**config.mk**
```make
export PLATFORM = sky130hd
export DESIGN_NAME = snapshot_image_validator
export DESIGN_NICKNAME = d
export VERILOG_FILES = /design/src/siv_pkg.sv /design/src/siv_crc_byte.sv /design/src/snapshot_image_validator.sv
export VERILOG_INCLUDE_DIRS = /design/src /design/src/src
export SDC_FILE = /design/constraint.sdc
export NUM_CORES = 1
export LEC_CHECK = 0
export BUFFER_PORTS_ARGS = -buffer_cell sky130_fd_sc_hd__buf_2
export CORE_UTILIZATION = 34
export CTS_CLUSTER_SIZE = 16
export DETAILED_ROUTE_END_ITERATION = 6
export MAX_ROUTING_LAYER = met4
export PLACE_DENSITY = 0.55
export SLEW_MARGIN = 40
export SYNTH_ARGS = -nofsm -noshare
export SYNTH_HDL_FRONTEND = slang
export SYNTH_HIERARCHICAL = 1
export SYNTH_SLANG_ARGS = --single-unit
```
**constraint.sdc**
```tcl
create_clock -name clock -period 10 [get_ports clock]
set_clock_uncertainty 0.15 [all_clocks]
set_input_delay 1 -clock clock [delete_from_list [all_inputs] [get_ports clock]]
set_output_delay 1 -clock clock [all_outputs]
set_load 0.1 [all_outputs]
```
**src/snapshot_image_validator_assert.svh**
```systemverilog
// Assertion macros shared by the snapshot image validator RTL.
`ifndef SNAPSHOT_IMAGE_VALIDATOR_ASSERT_SVH
`define SNAPSHOT_IMAGE_VALIDATOR_ASSERT_SVH

// Same-cycle implication, disabled while reset is high.
`define SIV_ASSERT_NOW(label, clk, rst, ante, cons) \
   label: assert property (@(posedge clk) disable iff (rst) (ante) |-> (cons)) \
      else $error("snapshot image validator: assertion failed");

// Next-cycle implication, disabled while reset is high.
`define SIV_ASSERT_NEXT(label, clk, rst, ante, cons) \
   label: assert property (@(posedge clk) disable iff (rst) (ante) |=> (cons)) \
      else $error("snapshot image validator: assertion failed");

`endif

```
**src/siv_pkg.sv**
```systemverilog
`timescale 1ns / 1ps
`default_nettype none

package siv_pkg;

   // Result status codes
   typedef enum logic [2:0] {
      ST_OK          = 3'd0,
      ST_BAD_MSG     = 3'd1,
      ST_BAD_MAGIC   = 3'd2,
      ST_BAD_VERSION = 3'd3,
      ST_TOO_MANY    = 3'd4
   } status_type;

   // Configuration register indexes
   typedef enum logic [1:0] {
      CSR_EXPECTED_MAGIC = 2'd0,
      CSR_MIN_VERSION    = 2'd1,
      CSR_MAX_VERSION    = 2'd2,
      CSR_MAX_ENTRIES    = 2'd3
   } csr_index_type;

   localparam int          HEADER_BYTES  = 16;
   localparam logic [15:0] CNT_MAX       = 16'hFFFF;
   localparam logic [31:0] CRC_INIT      = 32'hFFFF_FFFF;
   localparam logic [31:0] CRC_POLY      = 32'hEDB8_8320;
   localparam logic [31:0] VERSION_ONE   = 32'd1;

endpackage

`default_nettype wire

```
**src/siv_crc_byte.sv**
```systemverilog
`timescale 1ns / 1ps
`default_nettype none

// Reflected CRC-32, one byte per evaluation.
module siv_crc_byte
   import siv_pkg::*;
(
   input  logic [31:0] crc_cur,
   input  logic [7:0]  data_byte,
   output logic [31:0] crc_next
);

   always_comb begin
      logic [31:0] acc;
      acc = crc_cur ^ {24'd0, data_byte};
      for (int k = 0; k < 8; k++) begin
         acc = acc[0] ? ((acc >> 1) ^ CRC_POLY) : (acc >> 1);
      end
      crc_next = acc;
   end

endmodule

`default_nettype wire

```
**src/snapshot_image_validator.sv**
```systemverilog
// Snapshot image validator. Feed the stored image one byte per word on the
// req_ channel with req_tlast on the final byte; exactly one result word leaves
// on the rsp_ channel for every image, in the cycle after its last byte is taken.
// The first 16 bytes are the little-endian header (magic, version, entry count,
// payload CRC); checks run in that order, then the image must hold
// count * ENTRY_BYTES payload bytes, whose reflected CRC-32 must match the
// stored one. Bytes past the payload are ignored. Throughput is one byte per
// clock, set by the combinational byte-wide CRC update in siv_crc_byte; a
// result that sits unread in the output register holds off further bytes.
// Write the csr_ registers only while no image is in flight.
`timescale 1ns / 1ps
`default_nettype none
`include "snapshot_image_validator_assert.svh"

module snapshot_image_validator
   import siv_pkg::*;
#(
   parameter int ENTRY_LIMIT = 64,
   parameter int ENTRY_BYTES = 568
) (
   input  logic        clock,
   input  logic        reset,
   // Image bytes
   input  logic        req_tvalid,
   output logic        req_tready,
   input  logic [7:0]  req_tdata,   // [7:0] data_byte
   input  logic        req_tlast,   // last_byte
   // Results
   output logic        rsp_tvalid,
   input  logic        rsp_tready,
   output logic [47:0] rsp_tdata,   // [2:0] status, [9:3] entries,
                                    // [41:10] computed_crc, [47:42] zero
   // Configuration writes
   input  logic        csr_wr_en,
   input  logic [1:0]  csr_index,
   input  logic [31:0] csr_wdata
);

   // Payload length and total image length; keep at least 17 bits so the
   // counter-range check is always representable.
   localparam int PAY_W  = $clog2(ENTRY_LIMIT * ENTRY_BYTES + HEADER_BYTES + 1);
   localparam int NEED_W = (PAY_W > 17) ? PAY_W : 17;

   // Configuration registers
   logic [31:0] magic_cfg_ff;
   logic [31:0] min_ver_ff;
   logic [31:0] max_ver_ff;
   logic [6:0]  max_ent_ff;

   // Per-image state
   logic [15:0]      byte_cnt_ff, byte_cnt_in;
   logic [31:0]      magic_ff, magic_in;
   logic [31:0]      version_ff, version_in;
   logic [31:0]      count_ff, count_in;
   logic [31:0]      stored_ff, stored_in;
   logic [31:0]      crc_ff, crc_in;
   status_type       verdict_ff, verdict_in;
   logic [PAY_W-1:0] payload_ff, payload_in;

   // Result register
   logic        rsp_valid_ff;
   status_type  rsp_status_ff, rsp_status_in;
   logic [6:0]  rsp_count_ff, rsp_count_in;
   logic [31:0] rsp_crc_ff, rsp_crc_in;

   logic              accept;
   logic              hdr_phase;
   logic              hdr_done;
   logic [6:0]        limit;
   status_type        judge_verdict;
   logic [PAY_W-1:0]  judge_payload;
   status_type        verdict_now;
   logic [PAY_W-1:0]  payload_now;
   logic              crc_en;
   logic [31:0]       crc_upd;
   logic [31:0]       crc_fin;
   logic [NEED_W-1:0] need;
   logic [NEED_W-1:0] pay_pos;

   // A waiting result holds off the input side until it is taken
   assign req_tready = !rsp_valid_ff || rsp_tready;
   assign accept     = req_tvalid && req_tready;

   assign rsp_tvalid = rsp_valid_ff;
   assign rsp_tdata  = {6'd0, rsp_crc_ff, rsp_count_ff, rsp_status_ff};

   siv_crc_byte u_crc (
      .crc_cur   (crc_ff),
      .data_byte (req_tdata),
      .crc_next  (crc_upd)
   );

   always_comb begin
      hdr_phase = (byte_cnt_ff < 16'(HEADER_BYTES));
      hdr_done  = (byte_cnt_ff == 16'(HEADER_BYTES - 1));

      // Drop header bytes into their word lanes
      magic_in   = magic_ff;
      version_in = version_ff;
      count_in   = count_ff;
      stored_in  = stored_ff;
      if (hdr_phase) begin
         case (byte_cnt_ff[3:2])
            2'd0:    magic_in[8*byte_cnt_ff[1:0] +: 8]   = req_tdata;
            2'd1:    version_in[8*byte_cnt_ff[1:0] +: 8] = req_tdata;
            2'd2:    count_in[8*byte_cnt_ff[1:0] +: 8]   = req_tdata;
            default: stored_in[8*byte_cnt_ff[1:0] +: 8]  = req_tdata;
         endcase
      end

      // Header verdict; magic, version and count are complete by now
      limit = (max_ent_ff > 7'(ENTRY_LIMIT)) ? 7'(ENTRY_LIMIT) : max_ent_ff;
      judge_payload = '0;
      if (magic_ff != magic_cfg_ff) begin
         judge_verdict = ST_BAD_MAGIC;
      end else if (version_ff < min_ver_ff || version_ff > max_ver_ff ||
                   version_ff != VERSION_ONE) begin
         judge_verdict = ST_BAD_VERSION;
      end else if (count_ff > {25'd0, limit}) begin
         judge_verdict = ST_TOO_MANY;
      end else begin
         judge_verdict = ST_OK;
         judge_payload = PAY_W'(count_ff[6:0]) * PAY_W'(ENTRY_BYTES);
      end

      verdict_now = hdr_done ? judge_verdict : verdict_ff;
      payload_now = hdr_done ? judge_payload : payload_ff;
      verdict_in  = verdict_now;
      payload_in  = payload_now;

      // Advance CRC only over the declared payload bytes
      pay_pos = NEED_W'(byte_cnt_ff - 16'(HEADER_BYTES));
      crc_en  = !hdr_phase && (verdict_ff == ST_OK) && (byte_cnt_ff != CNT_MAX) &&
                (pay_pos < NEED_W'(payload_ff));
      crc_in  = crc_en ? crc_upd : crc_ff;

      byte_cnt_in = (byte_cnt_ff == CNT_MAX) ? byte_cnt_ff : byte_cnt_ff + 16'd1;

      // Verdict for an image that ends on this byte
      need          = NEED_W'(HEADER_BYTES) + NEED_W'(payload_now);
      crc_fin       = ~crc_in;
      rsp_count_in  = '0;
      rsp_crc_in    = '0;
      if (byte_cnt_in < 16'(HEADER_BYTES)) begin
         rsp_status_in = ST_BAD_MSG;
      end else if (verdict_now != ST_OK) begin
         rsp_status_in = verdict_now;
      end else if (need > NEED_W'(CNT_MAX) || NEED_W'(byte_cnt_in) < need) begin
         rsp_status_in = ST_BAD_MSG;
      end else begin
         rsp_crc_in = crc_fin;
         if (crc_fin == stored_in) begin
            rsp_status_in = ST_OK;
            rsp_count_in  = count_in[6:0];
         end else begin
            rsp_status_in = ST_BAD_MSG;
         end
      end
   end

   // Configuration registers
   always_ff @(posedge clock) begin
      if (reset) begin
         magic_cfg_ff <= '0;
         min_ver_ff   <= 32'd1;
         max_ver_ff   <= 32'd1;
         max_ent_ff   <= 7'd64;
      end else if (csr_wr_en) begin
         case (csr_index)
            CSR_EXPECTED_MAGIC: magic_cfg_ff <= csr_wdata;
            CSR_MIN_VERSION:    min_ver_ff   <= csr_wdata;
            CSR_MAX_VERSION:    max_ver_ff   <= csr_wdata;
            CSR_MAX_ENTRIES:    max_ent_ff   <= csr_wdata[6:0];
            default:            ;
         endcase
      end
   end

   // Image state: advance per byte, clear after the last one
   always_ff @(posedge clock) begin
      if (reset) begin
         byte_cnt_ff <= '0;
         magic_ff    <= '0;
         version_ff  <= '0;
         count_ff    <= '0;
         stored_ff   <= '0;
         crc_ff      <= CRC_INIT;
         verdict_ff  <= ST_OK;
         payload_ff  <= '0;
      end else if (accept) begin
         if (req_tlast) begin
            byte_cnt_ff <= '0;
            magic_ff    <= '0;
            version_ff  <= '0;
            count_ff    <= '0;
            stored_ff   <= '0;
            crc_ff      <= CRC_INIT;
            verdict_ff  <= ST_OK;
            payload_ff  <= '0;
         end else begin
            byte_cnt_ff <= byte_cnt_in;
            magic_ff    <= magic_in;
            version_ff  <= version_in;
            count_ff    <= count_in;
            stored_ff   <= stored_in;
            crc_ff      <= crc_in;
            verdict_ff  <= verdict_in;
            payload_ff  <= payload_in;
         end
      end
   end

   // Result register: load on the last byte, hold until taken
   always_ff @(posedge clock) begin
      if (reset) begin
         rsp_valid_ff <= 1'b0;
      end else if (accept && req_tlast) begin
         rsp_valid_ff <= 1'b1;
      end else if (rsp_tready) begin
         rsp_valid_ff <= 1'b0;
      end
   end

   always_ff @(posedge clock) begin
      if (accept && req_tlast) begin
         rsp_status_ff <= rsp_status_in;
         rsp_count_ff  <= rsp_count_in;
         rsp_crc_ff    <= rsp_crc_in;
      end
   end

   `SIV_ASSERT_NEXT(a_frame_clear, clock, reset, accept && req_tlast,
                    byte_cnt_ff == 16'd0 && crc_ff == CRC_INIT)
   `SIV_ASSERT_NOW(a_reject_no_payload, clock, reset, verdict_ff != ST_OK,
                   payload_ff == '0)
   `SIV_ASSERT_NOW(a_header_fail_blank, clock, reset,
                   rsp_valid_ff && rsp_status_ff != ST_OK && rsp_status_ff != ST_BAD_MSG,
                   rsp_crc_ff == 32'd0 && rsp_count_ff == 7'd0)
   `SIV_ASSERT_NOW(a_ok_count_limit, clock, reset,
                   rsp_valid_ff && rsp_status_ff == ST_OK,
                   rsp_count_ff <= 7'(ENTRY_LIMIT) && rsp_count_ff <= max_ent_ff)

endmodule

`default_nettype wire

```
# Yosys cells after proc, flatten, opt, wreduce, memory -nomap -nowiden
# Cells that the tools add are included.
dict set report classes {
  addsub 4
  multipliers 1
  order_cmp 9
  eq_ne 11
  shifts 2
  muxes 44
  n_bitwise 11
  n_reduce_logical 30
}
# cell n
set op_table {}
lappend op_table {{$mux W32} 22}
lappend op_table {{$bwmux W32} 4}
lappend op_table {{$mux W16} 7}
lappend op_table {{$not A13 Y14} 8}
lappend op_table {{$neg A5 Y34} 1}
lappend op_table {{$shift A8 B34 Y32 const A} 1}
lappend op_table {{$shiftx A8 B34 Y32} 1}
lappend op_table {{$eq A32 B32 Y1} 1}
lappend op_table {{$gt A32 B32 Y1} 1}
lappend op_table {{$gt A32 B7 Y1} 1}
lappend op_table {{$lt A16 B5 Y1 const B} 2}
lappend op_table {{$lt A32 B32 Y1} 1}
lappend op_table {{$ne A32 B1 Y1 const B} 1}
lappend op_table {{$ne A32 B32 Y1} 1}
lappend op_table {{$not A32 Y32} 1}
lappend op_table {{$xor A32 B8 Y32} 1}
lappend op_table {{$mux W3} 6}
lappend op_table {{$add A5 B16 Y17 const A} 1}
lappend op_table {{$gt A17 B16 Y1 const B} 1}
lappend op_table {{$lt A16 B17 Y1} 1}
lappend op_table {{$lt A17 B16 Y1} 1}
lappend op_table {{$sub A16 B5 Y17 const B} 1}
lappend op_table {{$add A16 B1 Y16 const B} 1}
lappend op_table {{$eq A16 B16 Y1 const B} 1}
lappend op_table {{20 further kinds} 45}
dict set report totals {
  regBits 341
  inputBits 48
  out_inout_bits 50
  elab_cells 129
}

# Depth between registers and ports, before layout
dict set report depth {
  depth_word 23
  mapped_depth 28
  ltp_nobuf 27
}

# Modules after synthesis
# Netlist, hierarchy kept.
# module n_inst cells_per_inst area_each_um2 seq_area_each_um2
set modules_own_cells {}
lappend modules_own_cells {snapshot_image_validator 1 2347 19457.4 7247.0}
lappend modules_own_cells {siv_crc_byte 1 69 865.8 0.0}

# Worst setup path before layout
# Ideal clock, no wire load.
dict set report synth_path {
  path_kind {flip-flop to flip-flop}
  from {reg max_ver_ff[30]}
  to {reg rsp_crc_ff[11], data pin}
  setup_time_ns 0.274
  arrival_time_ns 5.260
  required_time_ns 9.576
  path_slack_ns 4.317
  stages_incl_launch_ff 27
  path_buffers 1
  period_less_slack_ns 5.683
  cell_sequence {dfxtp_1 -> inv_1 -> ha_1 -> nand4_2 -> or4_1 -> or4_1 -> o211a_2 -> nor3_2 -> nand3_1 -> o21ai_0 -> ha_1 -> o221ai_1 -> a21oi_1 -> a21oi_1 -> o21a_1 -> nor2_2 -> inv_1 -> ha_1 -> a21o_1 -> a2111oi_0 -> o21ai_0 -> o2111ai_1 -> a211o_1 -> a21oi_2 -> o211ai_4 -> buf_8 -> a211oi_2}
}
dict set report synth_between {
  elab_chain_cells 10
  elab_cells_between_ends 15
  cone_classes {add/sub (1); order compare (3); mux (6); reduce/logical (5)}
}
# item line_no
set synth_lines {}
lappend synth_lines {{start, declared} snapshot_image_validator.sv:47} ;# logic [31:0] max_ver_ff;
lappend synth_lines {{start signal, assigned} snapshot_image_validator.sv:172} ;# CSR_MAX_VERSION: max_ver_ff <= csr_wdata;
lappend synth_lines {{$gt A32 B32 Y1 *} snapshot_image_validator.sv:116} ;# end else if (version_ff < min_ver_ff || version_ff > max_ver_ff ||
lappend synth_lines {{$logic_or A1 B1 Y1 * (2 in series)} snapshot_image_validator.sv:116}
lappend synth_lines {{$mux W16} snapshot_image_validator.sv:116}
lappend synth_lines {{$mux W16} snapshot_image_validator.sv:114} ;# if (magic_ff != magic_cfg_ff) begin
lappend synth_lines {{$mux W16} snapshot_image_validator.sv:127} ;# payload_now = hdr_done ? judge_payload : payload_ff;
lappend synth_lines {{$add A5 B16 Y17} snapshot_image_validator.sv:140} ;# need = NEED_W'(HEADER_BYTES) + NEED_W'(payload_now);
lappend synth_lines {{$gt A17 B16 Y1 / $lt A16 B17 Y1 (equally long branches)} snapshot_image_validator.sv:148} ;# end else if (need > NEED_W'(CNT_MAX) || NEED_W'(byte_cnt_in) < need) begin
lappend synth_lines {{$logic_or A1 B1 Y1} snapshot_image_validator.sv:148}
lappend synth_lines {{$reduce_or A3 Y1 (no line) *} n/a}
lappend synth_lines {{end signal, assigned} snapshot_image_validator.sv:228} ;# rsp_crc_ff <= rsp_crc_in;
lappend synth_lines {{end, declared} snapshot_image_validator.sv:64} ;# logic [31:0] rsp_crc_ff, rsp_crc_in;
# Mark *: on every way between the ends. The rest lies on a longest branch, timed or not.
# A chain may end at the register's enable or synchronous reset.

# Final worst setup path
dict set report layout_path {
  from {reg max_ver_ff[27]}
  to {reg rsp_crc_ff[7], data pin}
}
# The elaborated chain is that of the path after synthesis.

==> results_dict.tcl <==
set metrics [dict create \
    dp.cells 3164 \
    grt_pass1_vias 17200 \
    avgSynthCellArea_sq_um 8.41 \
    clk_pin_slew_ns 0.07 \
    cts_buffers 41 \
    first_iter_violations 1531 \
    num_antenna_cells 0 \
    die_h_um 246 \
    antenna_found_initial 0 \
    drt-total-wl_um 66500 \
    hpwlAfterDp_um 47800 \
    slew_headroom_pct 41.5 \
    synthMuxAreaShare_pct 2.27 \
    drv_cap 0 \
    cts_setup_buffers 0 \
    syn_area_sq_mm 0.0203 \
    post_drt_wl_per_cell_um 20.5 \
    synthSimpleGateAreaFrac_pct 22.3 \
    fmax_ghz 0.148 \
    cts_sinks 341 \
    htreeDepth 2 \
    status "complete, but fails checks" \
    period_needed_ns 6.75 \
    layout-drive-gt1-share_pct 11.3 \
    drc 1 \
    core_area_sq_mm 0.0590 \
    cts-root-buf "clkbuf_16" \
    groute.usage.overall_pct 22.4 \
    drt_first_pass_iters 7 \
    syn_inst 2416 \
    ir_drop_mv 0.102 \
    synth_compound_area_share_pct 16.5 \
    crit_fanout 14 \
    slew_violations 0 \
    fin_total_pwr_mw 3.40 \
    synth_ff_type "dfxtp_1" \
    chipWidth_um 246 \
    crit_path_start_kind "register" \
    worst_pin_slew_ns 0.874 \
    fin_crit_sh_pct 67.5 \
    die_area_sq_mm 0.0608 \
    antenna_left 0 \
    route.vias.total 17800 \
    violations "DRC" \
    synth_top_cells_by_count "384 x nand2_1, 299 x dfxtp_1, 225 x nor2_1" \
    nets 2629 \
    synth_top_family_by_area "simple AND/OR/NAND/NOR gates" \
    fin_cells 3240 \
    grt_max_degree 111 \
    place.port_buffers 91 \
    fillers 6022 \
    yosys_register_bits 341 \
    cts_tree "built" \
    synth.distinct_cells 106 \
    start_util_pct 34.4 \
    hold_class "register to register" \
    fp-row-count 89 \
    cts.path.max_buffers 3 \
    ys_seq_area_share_pct 35.7 \
    setup-tns-final_ns 0 \
    setup_viol 0 \
    end_kind "register" \
    async_flop_share_pct 0 \
    place_congestion 0.961 \
    holdBufCountCts 0 \
    grt_overflow 0 \
    ctsResizeCount 0 \
    cp.required_ns 10.13 \
    synth.most_common_cell "nand2_1" \
    grt_pass1_wl_um 102000 \
    insertion_delay_ns 0.58 \
    yosys_warnings 6 \
    grt_setup_unrepaired "no" \
    yosys.area_share.xor_xnor_pct 8.18 \
    p_leak_nw 9.04 \
    yosys.area_share.adder_pct 9.27 \
    syn_to_final_growth_pct 12.3 \
    synth_top_area_share_pct 29.5 \
    crit_type "register to register" \
    synth_edf_count 42 \
    arrival_ns 6.88 \
    synth_top_cells_by_area "dfxtp_1 29%, ha_1 8.7%, nand2_1 7.1%" \
    synth_top_cell_by_area "dfxtp_1" \
    via_per_inst 5.50 \
    p_per_area_mw_per_mm2 149 \
    hold_viol 0 \
    num_io_pins 98 \
]
cells by family (layout without fill, tap and decap cells):
group                      count (synthesis)  after routing
adders and majority gates                147            147
buffers and inverters                    287            333
DFF                                      341            341
xor gates and xnor gates                 160            160
AOI/OAI and AO/OA                        492            492
and+or+nand+nor                          943            943
muxes                                     45             45
other                                      1              6
sequential cells by signal, summed over array words and instances (netlist names):
| name | count |
|---|---|
| crc_ff | 32 |
| payload_ff | 16 |
| magic_ff | 32 |
| magic_cfg_ff | 32 |
| byte_cnt_ff | 16 |
| version_ff | 32 |
| stored_ff | 32 |
| min_ver_ff | 32 |
| rsp_crc_ff | 32 |
| count_ff | 32 |
| rsp_status_ff | 3 |
| max_ent_ff | 7 |
| rsp_count_ff | 7 |
| rsp_tvalid | 1 |
| max_ver_ff | 32 |
| verdict_ff | 3 |
cell type report:
| cell class | count | area [sq um] | share of cell area (%) |
|---|---|---|---|
| clock buffers | 57 | 1170 | 5.11 |
| clock inverters | 19 | 300 | 1.32 |
| inverters | 142 | 533 | 2.33 |
| multi-input cells | 1793 | 12000 | 52.4 |
| flip-flops and latches | 341 | 7250 | 31.7 |
| well taps | 773 | 967 | 4.24 |
| repair buffers | 115 | 654 | 2.87 |
through the flow:
step | utilization, % | cell area (sq um) | setup WS, ns | hold WS [ns]
global route | 38.7 | 22800 | 2.81 | 0.320
finish | 38.7 | 22800 | 3.25 | 0.303
global placement | 36.1 | 21300 | 3.51 | 0.288
CTS | 38.7 | 22800 | 3.36 | 0.304
floorplan | - | 20300 | 4.32 | 0.279
detailed placement | 36.2 | 21400 | 3.37 | 0.296
critical path: stages, from the launching register on:
cell and delay (ns):
dfxtp_1 0.33, inv_1 0.05, ha_1 0.31, nand4_1 0.16
or4_1 0.64, or4_1 0.56, o211a_2 0.22, nor3_2 0.55
nand3_1 0.15, o21ai_0 0.22, ha_1 0.26, o221ai_1 0.12
a21oi_1 0.37, a32oi_1 0.17, o21a_1 0.14, nor2_2 0.15
inv_1 0.06, ha_1 0.29, a21o_1 0.16, a2111oi_0 0.36
o21ai_0 0.16, o2111ai_1 0.13, a211o_1 0.20, a21oi_2 0.08
o21ai_2 0.34, nor3b_1 0.15
routing by layer:
layer  wire length (um)  global-route usage [%]  up-vias
met4               1670                    6.46        0
met1              30000                    29.3     8612
li1                   -                       -     8522
met5                  0                       -        -
met2              31100                    36.0      586
met3               3740                    2.73       92
cell usage in the layout (no fill, tap or decap), drive strengths merged, types with 11 or more instances in the layout:
cell	netlist	routed
a21o	11	11
mux2i	37	37
nand2b	14	14
edfxtp	42	42
inv	142	146
a32oi	18	18
nor2	228	228
o21ai	50	50
buf	28	113
a21oi	174	174
xor2	66	66
and2	16	16
nor3b	25	25
ha	141	141
nand4	41	41
nor3	26	26
nand2	385	385
nor4	42	42
a22oi	122	122
nand3	82	82
and3	28	28
a211oi	24	24
dfxtp	299	299
clkbuf	116	59
xnor2	92	92
worst paths after layout:
kind	slack, ns	cells after the start	end	start
setup / recovery	3.25	25	rsp_crc_ff[7]$_SDFFCE_PP0P_	max_ver_ff[27]$_SDFFE_PP0P_
hold / removal	0.30	2	min_ver_ff[9]$_SDFFE_PP0P_	min_ver_ff[9]$_SDFFE_PP0P_
setup reg to reg	3.25	25	rsp_crc_ff[7]$_SDFFCE_PP0P_	max_ver_ff[27]$_SDFFE_PP0P_
hold reg to reg	0.30	2	min_ver_ff[9]$_SDFFE_PP0P_	min_ver_ff[9]$_SDFFE_PP0P_
power breakdown:
group / internal (mW) / switching [mW] / total [mW]
Sequential: 1.41 / 0.0125 / 1.42
Combinational: 0.0875 / 0.258 / 0.345
Clock: 1.00 / 0.637 / 1.64
Note: power is estimated with default switching activity, not from simulation.
